$ cat src/rtl/mstt_pkg.sv
// Shared constants, codes, types and the saturating subtract for the timeout timer.
package mstt_pkg;

    localparam int SLOT_COUNT  = 16;
    localparam int MAX_RESULTS = 16;
    localparam int SLOT_W      = (SLOT_COUNT > 1) ? $clog2(SLOT_COUNT) : 1;
    localparam int CNT_MAX     = (SLOT_COUNT > MAX_RESULTS) ? SLOT_COUNT : MAX_RESULTS;
    localparam int CNT_W       = $clog2(CNT_MAX + 1);

    localparam int ACT_W  = 3;
    localparam int ID_W   = 16;
    localparam int DUR_W  = 32;
    localparam int ELAP_W = 16;
    localparam int REM_W  = 33;
    localparam int STS_W  = 2;

    typedef enum logic [ACT_W-1:0] {
        ACT_START   = 3'd0,
        ACT_RESTART = 3'd1,
        ACT_STOP    = 3'd2,
        ACT_QUERY   = 3'd3,
        ACT_TICK    = 3'd4
    } t_action;

    localparam logic [STS_W-1:0] STS_OK        = 2'd0;
    localparam logic [STS_W-1:0] STS_FULL      = 2'd1;
    localparam logic [STS_W-1:0] STS_NOT_FOUND = 2'd2;

    typedef enum logic [2:0] {
        S_IDLE,
        S_FIND,
        S_CMD,
        S_SUB,
        S_SEARCH,
        S_FIRE,
        S_OUT
    } t_state;

    typedef struct packed {
        logic              valid;
        logic [ID_W-1:0]   id;
        logic [DUR_W-1:0]  dur;
        logic [REM_W-1:0]  rem;
    } t_slot_rd;

    typedef struct packed {
        logic [SLOT_W-1:0] idx;
        logic              entry_we;
        logic              rem_we;
        logic              clr;
        logic [ID_W-1:0]   id;
        logic [DUR_W-1:0]  dur;
        logic [REM_W-1:0]  rem;
    } t_slot_wr;

    typedef struct packed {
        logic [STS_W-1:0]  status;
        logic              armed;
        logic              fired;
        logic [ID_W-1:0]   fired_id;
        logic              last;
    } t_result;

    // Subtracts the elapsed time and saturates at the most negative remaining value.
    function automatic logic [REM_W-1:0] sub_sat(input logic [REM_W-1:0] rem,
                                                 input logic [ELAP_W-1:0] elapsed);
        logic [REM_W:0] diff;
        diff = {rem[REM_W-1], rem} - {{(REM_W + 1 - ELAP_W){1'b0}}, elapsed};
        if (diff[REM_W] && !diff[REM_W-1]) begin
            sub_sat = {1'b1, {(REM_W - 1){1'b0}}};
        end else begin
            sub_sat = diff[REM_W-1:0];
        end
    endfunction

endpackage

$ cat src/rtl/mstt_slot_store.sv
// Slot table: valid bits, ids, durations and remaining times with one read and one write port.
module mstt_slot_store (
    input  logic                      i_clk,
    input  logic                      i_rst_n,
    input  logic [mstt_pkg::SLOT_W-1:0] i_rd_idx,
    output mstt_pkg::t_slot_rd        o_rd,
    input  mstt_pkg::t_slot_wr        i_wr
);
    import mstt_pkg::*;

    logic [SLOT_COUNT-1:0] r_valid;
    logic [ID_W-1:0]       r_id  [SLOT_COUNT];
    logic [DUR_W-1:0]      r_dur [SLOT_COUNT];
    logic [REM_W-1:0]      r_rem [SLOT_COUNT];

    always_ff @(posedge i_clk) begin
        if (!i_rst_n) begin
            r_valid <= '0;
        end else if (i_wr.entry_we) begin
            r_valid[i_wr.idx] <= 1'b1;
        end else if (i_wr.clr) begin
            r_valid[i_wr.idx] <= 1'b0;
        end
    end

    always_ff @(posedge i_clk) begin
        if (i_wr.entry_we) begin
            r_id[i_wr.idx]  <= i_wr.id;
            r_dur[i_wr.idx] <= i_wr.dur;
            r_rem[i_wr.idx] <= i_wr.rem;
        end else if (i_wr.rem_we) begin
            r_rem[i_wr.idx] <= i_wr.rem;
        end
    end

    assign o_rd.valid = r_valid[i_rd_idx];
    assign o_rd.id    = r_id[i_rd_idx];
    assign o_rd.dur   = r_dur[i_rd_idx];
    assign o_rd.rem   = r_rem[i_rd_idx];

endmodule

$ cat src/rtl/multi_slot_timeout_timer.sv
// Top level of the timeout timer: command sequencer, slot scans and result register.
//
//   Channel   Handshake                  Payload
//   input     i_in_valid / o_in_ready    i_action, i_timer_id, i_duration_ms, i_elapsed_ms
//   output    o_out_valid / i_out_ready  o_status, o_armed, o_fired, o_fired_id, o_last
//
// Start, restart, stop and query scan the slot table once, one slot per cycle, and then
// load their result into the output register.
// A tick makes one subtract pass over the table and then, for each expiry, a full
// minimum search through the one slot read port.
// Reset clears the valid bits at once, so no clearing pass follows it.
// A stalled output holds the sequencer in its emit state; no request is taken meanwhile.
module multi_slot_timeout_timer (
    input  logic                        i_clk,
    input  logic                        i_rst_n,
    input  logic                        i_in_valid,
    output logic                        o_in_ready,
    input  logic [mstt_pkg::ACT_W-1:0]  i_action,
    input  logic [mstt_pkg::ID_W-1:0]   i_timer_id,
    input  logic [mstt_pkg::DUR_W-1:0]  i_duration_ms,
    input  logic [mstt_pkg::ELAP_W-1:0] i_elapsed_ms,
    output logic                        o_out_valid,
    input  logic                        i_out_ready,
    output logic [mstt_pkg::STS_W-1:0]  o_status,
    output logic                        o_armed,
    output logic                        o_fired,
    output logic [mstt_pkg::ID_W-1:0]   o_fired_id,
    output logic                        o_last
);
    import mstt_pkg::*;

    localparam logic [SLOT_W-1:0] LAST_IDX = SLOT_W'(SLOT_COUNT - 1);

    t_state            r_state, n_state;
    t_action           r_action;
    logic [ID_W-1:0]   r_id;
    logic [DUR_W-1:0]  r_dur;
    logic [ELAP_W-1:0] r_elapsed;
    logic [SLOT_W-1:0] r_idx;
    logic              r_hit, r_free, r_bfound;
    logic [SLOT_W-1:0] r_hit_idx, r_free_idx, r_best_idx;
    logic [REM_W-1:0]  r_best_rem;
    logic [CNT_W-1:0]  r_cnt, r_total, r_n;
    t_result           r_res, r_out;
    logic              r_out_valid;

    logic              in_ready, out_free, load_out, scan_end;
    logic [SLOT_W-1:0] rd_idx;
    t_slot_rd          rd;
    t_slot_wr          wr;
    logic [REM_W-1:0]  sub_res;
    logic              sub_le0, rd_le0, rd_lt_best, is_cand;
    logic [CNT_W-1:0]  n_cnt;

    mstt_slot_store u_store (
        .i_clk    (i_clk),
        .i_rst_n  (i_rst_n),
        .i_rd_idx (rd_idx),
        .o_rd     (rd),
        .i_wr     (wr)
    );

    assign out_free   = !r_out_valid || i_out_ready;
    assign scan_end   = (r_idx == LAST_IDX);
    assign sub_res    = sub_sat(rd.rem, r_elapsed);
    assign sub_le0    = sub_res[REM_W-1] || (sub_res == '0);
    assign rd_le0     = rd.rem[REM_W-1] || (rd.rem == '0);
    assign rd_lt_best = $signed(rd.rem) < $signed(r_best_rem);
    assign is_cand    = rd.valid && rd_le0 && (!r_bfound || rd_lt_best);
    assign n_cnt      = r_cnt + CNT_W'(rd.valid && sub_le0);

    always_comb begin
        n_state = r_state;
        case (r_state)
            S_IDLE: begin
                if (i_in_valid) begin
                    case (i_action)
                        ACT_START, ACT_RESTART, ACT_STOP, ACT_QUERY: n_state = S_FIND;
                        ACT_TICK: n_state = S_SUB;
                        default:  n_state = S_OUT;
                    endcase
                end
            end
            S_FIND: begin
                if (scan_end) begin
                    n_state = S_CMD;
                end
            end
            S_CMD: n_state = S_OUT;
            S_SUB: begin
                if (scan_end) begin
                    n_state = (n_cnt == '0) ? S_OUT : S_SEARCH;
                end
            end
            S_SEARCH: begin
                if (scan_end) begin
                    n_state = S_FIRE;
                end
            end
            S_FIRE: n_state = S_OUT;
            S_OUT: begin
                if (out_free) begin
                    n_state = r_res.last ? S_IDLE : S_SEARCH;
                end
            end
            default: n_state = S_IDLE;
        endcase
    end

    always_comb begin
        in_ready    = 1'b0;
        load_out    = 1'b0;
        rd_idx      = r_idx;
        wr          = '0;
        wr.id       = r_id;
        wr.dur      = r_dur;
        wr.rem      = {1'b0, r_dur};
        case (r_state)
            S_IDLE: in_ready = 1'b1;
            S_CMD: begin
                rd_idx = r_hit ? r_hit_idx : r_free_idx;
                case (r_action)
                    ACT_START:   wr.entry_we = r_hit || r_free;
                    ACT_RESTART: begin
                        wr.rem_we = r_hit;
                        wr.rem    = {1'b0, rd.dur};
                    end
                    ACT_STOP:    wr.clr = r_hit;
                    default:     wr.clr = 1'b0;
                endcase
            end
            S_SUB: begin
                wr.rem_we = rd.valid;
                wr.rem    = sub_res;
            end
            S_FIRE: begin
                rd_idx = r_best_idx;
                wr.clr = 1'b1;
            end
            S_OUT: load_out = out_free;
            default: load_out = 1'b0;
        endcase
        wr.idx = rd_idx;
    end

    always_ff @(posedge i_clk) begin
        if (!i_rst_n) begin
            r_state <= S_IDLE;
        end else begin
            r_state <= n_state;
        end
    end

    always_ff @(posedge i_clk) begin
        case (r_state)
            S_IDLE: begin
                if (i_in_valid) begin
                    r_action  <= t_action'(i_action);
                    r_id      <= i_timer_id;
                    r_dur     <= i_duration_ms;
                    r_elapsed <= i_elapsed_ms;
                    r_idx     <= '0;
                    r_hit     <= 1'b0;
                    r_free    <= 1'b0;
                    r_cnt     <= '0;
                    r_n       <= '0;
                    r_res     <= '{status: STS_OK, armed: 1'b0, fired: 1'b0,
                                   fired_id: '0, last: 1'b1};
                end
            end
            S_FIND: begin
                r_idx <= scan_end ? '0 : r_idx + 1'b1;
                if (rd.valid && (rd.id == r_id) && !r_hit) begin
                    r_hit     <= 1'b1;
                    r_hit_idx <= r_idx;
                end
                if (!rd.valid && !r_free) begin
                    r_free     <= 1'b1;
                    r_free_idx <= r_idx;
                end
            end
            S_CMD: begin
                case (r_action)
                    ACT_START:   r_res.status <= (r_hit || r_free) ? STS_OK : STS_FULL;
                    ACT_RESTART, ACT_STOP: r_res.status <= r_hit ? STS_OK : STS_NOT_FOUND;
                    ACT_QUERY:   r_res.armed <= r_hit;
                    default:     r_res.status <= STS_OK;
                endcase
            end
            S_SUB: begin
                r_idx <= scan_end ? '0 : r_idx + 1'b1;
                r_cnt <= n_cnt;
                if (scan_end) begin
                    r_total  <= (n_cnt > CNT_W'(MAX_RESULTS)) ? CNT_W'(MAX_RESULTS) : n_cnt;
                    r_bfound <= 1'b0;
                end
            end
            S_SEARCH: begin
                r_idx <= scan_end ? '0 : r_idx + 1'b1;
                if (is_cand) begin
                    r_bfound   <= 1'b1;
                    r_best_idx <= r_idx;
                    r_best_rem <= rd.rem;
                end
            end
            S_FIRE: begin
                r_res    <= '{status: STS_OK, armed: 1'b0, fired: 1'b1, fired_id: rd.id,
                              last: (CNT_W'(r_n + 1'b1) == r_total)};
                r_n      <= r_n + 1'b1;
                r_idx    <= '0;
                r_bfound <= 1'b0;
            end
            default: r_idx <= r_idx;
        endcase
    end

    always_ff @(posedge i_clk) begin
        if (!i_rst_n) begin
            r_out_valid <= 1'b0;
        end else if (load_out) begin
            r_out_valid <= 1'b1;
        end else if (i_out_ready) begin
            r_out_valid <= 1'b0;
        end
    end

    always_ff @(posedge i_clk) begin
        if (load_out) begin
            r_out <= r_res;
        end
    end

    assign o_in_ready  = in_ready;
    assign o_out_valid = r_out_valid;
    assign o_status    = r_out.status;
    assign o_armed     = r_out.armed;
    assign o_fired     = r_out.fired;
    assign o_fired_id  = r_out.fired_id;
    assign o_last      = r_out.last;

endmodule

$ cat config.mk
export PLATFORM = sky130hd
export DESIGN_NAME = multi_slot_timeout_timer
export DESIGN_NICKNAME = d
export VERILOG_FILES = /design/src/rtl/mstt_pkg.sv /design/src/rtl/mstt_slot_store.sv /design/src/rtl/multi_slot_timeout_timer.sv
export SDC_FILE = /design/constraint.sdc
export NUM_CORES = 2
export LEC_CHECK = 0
export ABC_CLOCK_PERIOD_IN_PS = 9540
export BUFFER_PORTS_ARGS = -buffer_cell sky130_fd_sc_hd__buf_2
export CAP_MARGIN = 20
export CORE_ASPECT_RATIO = 0.8
export CORE_MARGIN = 1
export CORE_UTILIZATION = 60
export DETAILED_ROUTE_END_ITERATION = 10
export GPL_TIMING_DRIVEN = 0
export PLACE_DENSITY = 0.75
export SETUP_SLACK_MARGIN = 0.1
export SLEW_MARGIN = 20
export SYNTH_ARGS = -nofsm -noshare
export SYNTH_HDL_FRONTEND = slang
export SYNTH_SLANG_ARGS = --single-unit
export TNS_END_PERCENT = 50
$ cat constraint.sdc
create_clock -name i_clk -period 9.54 [get_ports i_clk]
set_clock_uncertainty 0.1 [all_clocks]
set_input_delay 0.954 -clock i_clk [delete_from_list [all_inputs] [get_ports i_clk]]
set_output_delay 0.954 -clock i_clk [all_outputs]
set_load 0.02 [all_outputs]
# Word level (Yosys, flattened, before mapping)
# Memory sizes are Yosys's and may differ from the RTL's.
# Index checks and enable logic that the tools add are counted.
[word_totals]
mem_count = 3
out_inout_bits = 23
reg_bits = 196
in_bits = 71
word_cells = 177
ram_bits = 1296
[op_classes]
n_eq_ne = 26
order_cmp = 4
reduce_logical = 51
addsub = 4
muxes = 57
bitwise = 4
[mem_list]
columns = ["name", "depth", "word_bits", "read_ports", "rd_clocked_by_memory_dff", "write_ports", "line", "source"]
rows = [
  ["u_store.r_rem", 16, 33, 1, 0, 1, "mstt_slot_store.sv:14", "logic [REM_W-1:0] r_rem [SLOT_COUNT];"],
  ["u_store.r_dur", 16, 32, 1, 0, 1, "mstt_slot_store.sv:13", "logic [DUR_W-1:0] r_dur [SLOT_COUNT];"],
  ["u_store.r_id", 16, 16, 1, 0, 1, "mstt_slot_store.sv:12", "logic [ID_W-1:0] r_id [SLOT_COUNT];"],
]
[op_table]
columns = ["operator", "n"]
rows = [
  ["33-bit logical NOT", 2],
  ["33-bit two-way mux", 2],
  ["33-bit one-hot mux with 2 select lines", 1],
  ["18-bit one-hot mux with 2 select lines", 1],
  ["33-bit by 17-bit subtractor with 34-bit output", 1],
  ["33-bit < comparator", 1],
  ["16-bit two-way mux", 2],
  ["32-bit two-way mux", 1],
  ["1-bit two-way mux", 22],
  ["21-bit two-way mux", 1],
  ["5-bit one-hot mux with 2 select lines", 2],
  ["3-bit by 2-bit equality test with 1-bit output, second input constant", 6],
  ["3-bit two-way mux", 6],
  ["2-bit inequality test, second input constant", 9],
  ["3-bit one-hot mux with 6 select lines", 1],
  ["16-bit AND", 1],
  ["16-bit equality test", 1],
  ["16-bit NOT", 1],
  ["16-bit bitwise OR", 1],
  ["2-bit AND reduction", 8],
  ["3-bit AND reduction", 5],
  ["3-bit equality test, second input constant", 4],
  ["4-bit two-way mux", 3],
  ["4-bit one-hot mux with 3 select lines", 1],
  ["other kinds (32)", 63],
]

# Depth between registers and ports, before layout
# An unclocked memory read counts as a cell.
[depth]
ltp_word = 15
ltp_mapped = 40

# Modules after synthesis
# A second synthesis with hierarchy kept.
[unflattened]
hier_cells = 2918
area_unflattened_um2 = 58999.1
[modules_own_cells]
columns = ["mod", "area_per_inst_um2", "cells_per_inst", "instances"]
rows = [
  ["mstt_slot_store", 49368.6, 2115, 1],
  ["multi_slot_timeout_timer", 9630.5, 803, 1],
]

# Worst setup path before layout
# No wires, ideal clock.
[synth_timing]
kind = "register to register"
from = "register r_state[2]"
to = "register r_best_idx[0], enable pin"
synth_period_minus_slack_ns = 7.388
path_slack_ns = 2.152
path_stages_with_launch = 33
n_path_buf = 11
t_arrival_ns = 6.857
setup_time_ns = 0.431
t_required_ns = 9.009
path_cell_list = "dfxtp_1 -> buf_6 -> or3b_1 -> buf_2 -> o32a_1 -> buf_6 -> o21a_4 -> buf_6 -> buf_8 -> buf_8 -> buf_8 -> buf_6 -> buf_6 -> buf_4 -> buf_2 -> a211oi_1 -> a311oi_1 -> a311o_1 -> o21ai_0 -> inv_1 -> ha_1 -> a21o_1 -> a21o_1 -> a21oi_1 -> nor2b_1 -> o21ai_0 -> nand2b_1 -> a21o_1 -> a211oi_1 -> a21oi_1 -> o41ai_1 -> nand3_1 -> nor2_1"
[synth_lines]
columns = ["item", "line", "source"]
rows = [
  ["from (decl)", "multi_slot_timeout_timer.sv:34", "t_state r_state, n_state;"],
  ["from (signal assigned)", "multi_slot_timeout_timer.sv:150", "r_state <= n_state;"],
  ["to (signal assigned)", "multi_slot_timeout_timer.sv:202", "r_best_idx <= r_idx;"],
  ["to (decl)", "multi_slot_timeout_timer.sv:41", "logic [SLOT_W-1:0] r_hit_idx, r_free_idx, r_best_idx;"],
]

==> results.sh <==
export IMPL_ios=94
export IMPL_root_buffer="clkbuf_16"
export IMPL_hp_class="primary input to flip-flop"
export IMPL_final_min_clock_period_ns=9.28
export IMPL_syn2layout_area_growth_pct=14.4
export IMPL_ys_ff_latch=1492
export IMPL_holdPathEnd="r_dur[29]"
export IMPL_dp_hpwl_um=123000
export IMPL_ctsHoldBuffers=0
export IMPL_syn_num_nets=4755
export IMPL_port_buffer_count=92
export IMPL_ys_flop_type="edfxtp_1"
export IMPL_grtUsageTotal_pct=34.8
export IMPL_slew_headroom_pct=13.9
export IMPL_drv_slew=0
export IMPL_gp_congestion=0.930
export IMPL_worstPathRequired_ns=10.16
export IMPL_yosysUniqueCellTypes=91
export IMPL_grt_pass1_wl_um=264000
export IMPL_timing_hold_ws_ns=0.241
export IMPL_crit_path_frequent_cell="buf_6"
export IMPL_grt_max_degree=36
export IMPL_crit_path_start_kind="flip-flop"
export IMPL_yosysWarnings=0
export IMPL_maxCapViolations=0
export IMPL_r2r_start="r_state[1]"
export IMPL_fmax_mhz=108
export IMPL_core_um2=102000
export IMPL_mostFrequentLayoutCells="edfxtp_1 (1,472), nand2_1 (1,140), nand3_1 (376), buf_2 (176), clkbuf_1 (164)"
export IMPL_wl_um=182000
export IMPL_cts_tree="yes"
export IMPL_crit_type="flip-flop to flip-flop"
export IMPL_netlist_top_cells_area="edfxtp_1 (71%), nand2_1 (6.9%), nand3_1 (3.0%)"
export IMPL_r2r_worst_path_cells=38
export IMPL_cp_arrival_ns=9.89
export IMPL_routedWlPerCell_um=28.5
export IMPL_drc=0
export IMPL_dieArea_um2=105000
export IMPL_finalCoreUtilization_pct=69.2
export IMPL_vias=43000
export IMPL_cpMaxStageDelayCell="dfxtp_1"
export IMPL_rows=105
export IMPL_final_antenna_net_count=0
export IMPL_setup_viol=0
export IMPL_first_pass_iters=8
export IMPL_antenna_found_initial=2
export IMPL_cp_end_kind="flip-flop"
export IMPL_worst_slew_pin_transition_ns=1.29
export IMPL_rsz0062_at_grt="false"
export IMPL_syn_area_per_cell_um2=13.4
export IMPL_drtIter0Drc=7583
export IMPL_clkLatencyLatePin_ns=0.78
export IMPL_period_share_pct=97.2
export IMPL_final_hold_violation_count=0
export IMPL_die_y_um=289
export IMPL_synth_top_cell_by_area="edfxtp_1"
export IMPL_grt_overflow_total=0
export IMPL_drive_gt1_share_pct=13.1
export IMPL_finalNetCount=5066
export IMPL_grt_pass1_vias=40300
export IMPL_h_tree_depth=4
export IMPL_diodes=0
export IMPL_cts_sinks=1492
export IMPL_synth_cells=4631
export IMPL_final_common_cell="edfxtp_1"
export IMPL_seq_area_frac_synth_pct=72.0
export IMPL_clock_path_buffers=3
export IMPL_synth_edf_count=1472
export IMPL_hp_start="i_duration_ms[29]"
export IMPL_cts_made_buffers=140
export IMPL_clk_pin_slew_worst_paths_ns=0.06
export IMPL_start_util_pct=60.5
export IMPL_fp_dieW_um=361
export IMPL_ys_async_sr_fraction_pct=0
export IMPL_max_stage_delay_ns=0.45
export IMPL_cp_max_fo=10
export IMPL_status="finished clean"
export IMPL_rrSetupSlack_ns=0.26
export IMPL_vias_per_cell=6.72
export IMPL_syn_area_um2=62000
export IMPL_synth_top_area_share_pct=71.3
export IMPL_r2r_end="r_state[1]"
export IMPL_min_path_cells=1
## synth_stat cells, drive strengths merged, types with 26 or more instances
cell and n:
a211oi 61, a21oi 100, a22oi 30, a311oi 162
a31oi 56, and3 109, and4 51, buf 157
clkbuf 151, edfxtp 1472, ha 52, inv 78
mux2i 39, nand2 1141, nand3 379, nor2 94
o211ai 28, o21ai 42, xnor2 30, xor2 26
## worst max-delay path: cells and delay by family (launching register included)
kind	cells	cell delay [ns]
adders and majority gates	3	0.90
AOI/OAI and AO/OA	16	3.84
buffers and inverters	13	2.32
DFF	1	0.45
xor gates and xnor gates	1	0.21
and+or+nand+nor	5	1.33
## state kept, by name (all words and copies together) (netlist names), 5 cells and up, named ones only
| name | cells |
|---|---|
| u_store.r_id | 256 |
| r_total | 5 |
| r_best_rem | 33 |
| r_id | 16 |
| r_cnt | 5 |
| r_elapsed | 16 |
| r_dur | 32 |
| r_n | 5 |
| u_store.r_rem | 528 |
| r_res | 21 |
| o_fired_id | 16 |
| u_store.r_dur | 512 |
## layer usage
metal / up-vias / wire, µm / global-route usage [%]
met2: 3407 / 79100 / 51.2
li1: 18100 / - / -
met4: 2 / 6800 / 13.7
met5: - / 13 / 0
met1: 21100 / 70500 / 51.0
met3: 411 / 26100 / 7.79
## cell families after synthesis
kind of cell	synth area share, %
and+or+nand+nor	14.0
buffers and inverters	2.90
adders and majority gates	1.08
muxes	1.19
DFF	72.0
xor gates and xnor gates	0.792
AOI/OAI and AO/OA	8.08
## through the flow
step                      instances  setup WS [ns]  cell area [µm²]  setup TNS [ns]
final                          6397          0.264            70900               0
after global routing           6397          0.119            70900               0
after CTS                      6396          0.101            70700               0
after detailed placement       6133          -1.51            66000         -129.32
after global placement         6060          -2.14            64100         -812.96
after floorplan                4631           2.15            62000               0
## final cells by class
type                            instances  area (µm²)
Clock inverter                         90         873
Clock buffer                          170        3710
Fill cell                            6787       31600
Tap cell                             1337        1670
Sequential cell                      1492       44600
Timing Repair Buffer                  172        2050
Multi-Input combinational cell       2753       16100
Inverter                               78         295
Buffer                                305        1550
## worst max path at each step
stage / from / to / slack [ns] / cells past startpoint
2_1_floorplan: r_state[2] / r_best_idx[0] / 2.15 / 32
3_3_place_gp: r_state[1] / r_best_rem[2] / -2.14 / 26
3_5_place_dp: r_state[1] / r_state[1] / -1.51 / 33
4_1_cts: r_state[0] / r_state[1] / 0.10 / 38
5_1_grt: r_state[0] / r_state[1] / 0.12 / 39
6_report: r_state[1] / r_state[1] / 0.26 / 38
## repair_timing
action / 4_1_cts / 5_1_grt
setup buffers: 4 / 2
setup endpoints to repair: 503 / 64
pin swaps: 3 / 6
gates resized for setup: 29 / 41
Power is not shown: default switching activity piles up to over one toggle a cycle in this logic, so the estimate is an artifact.
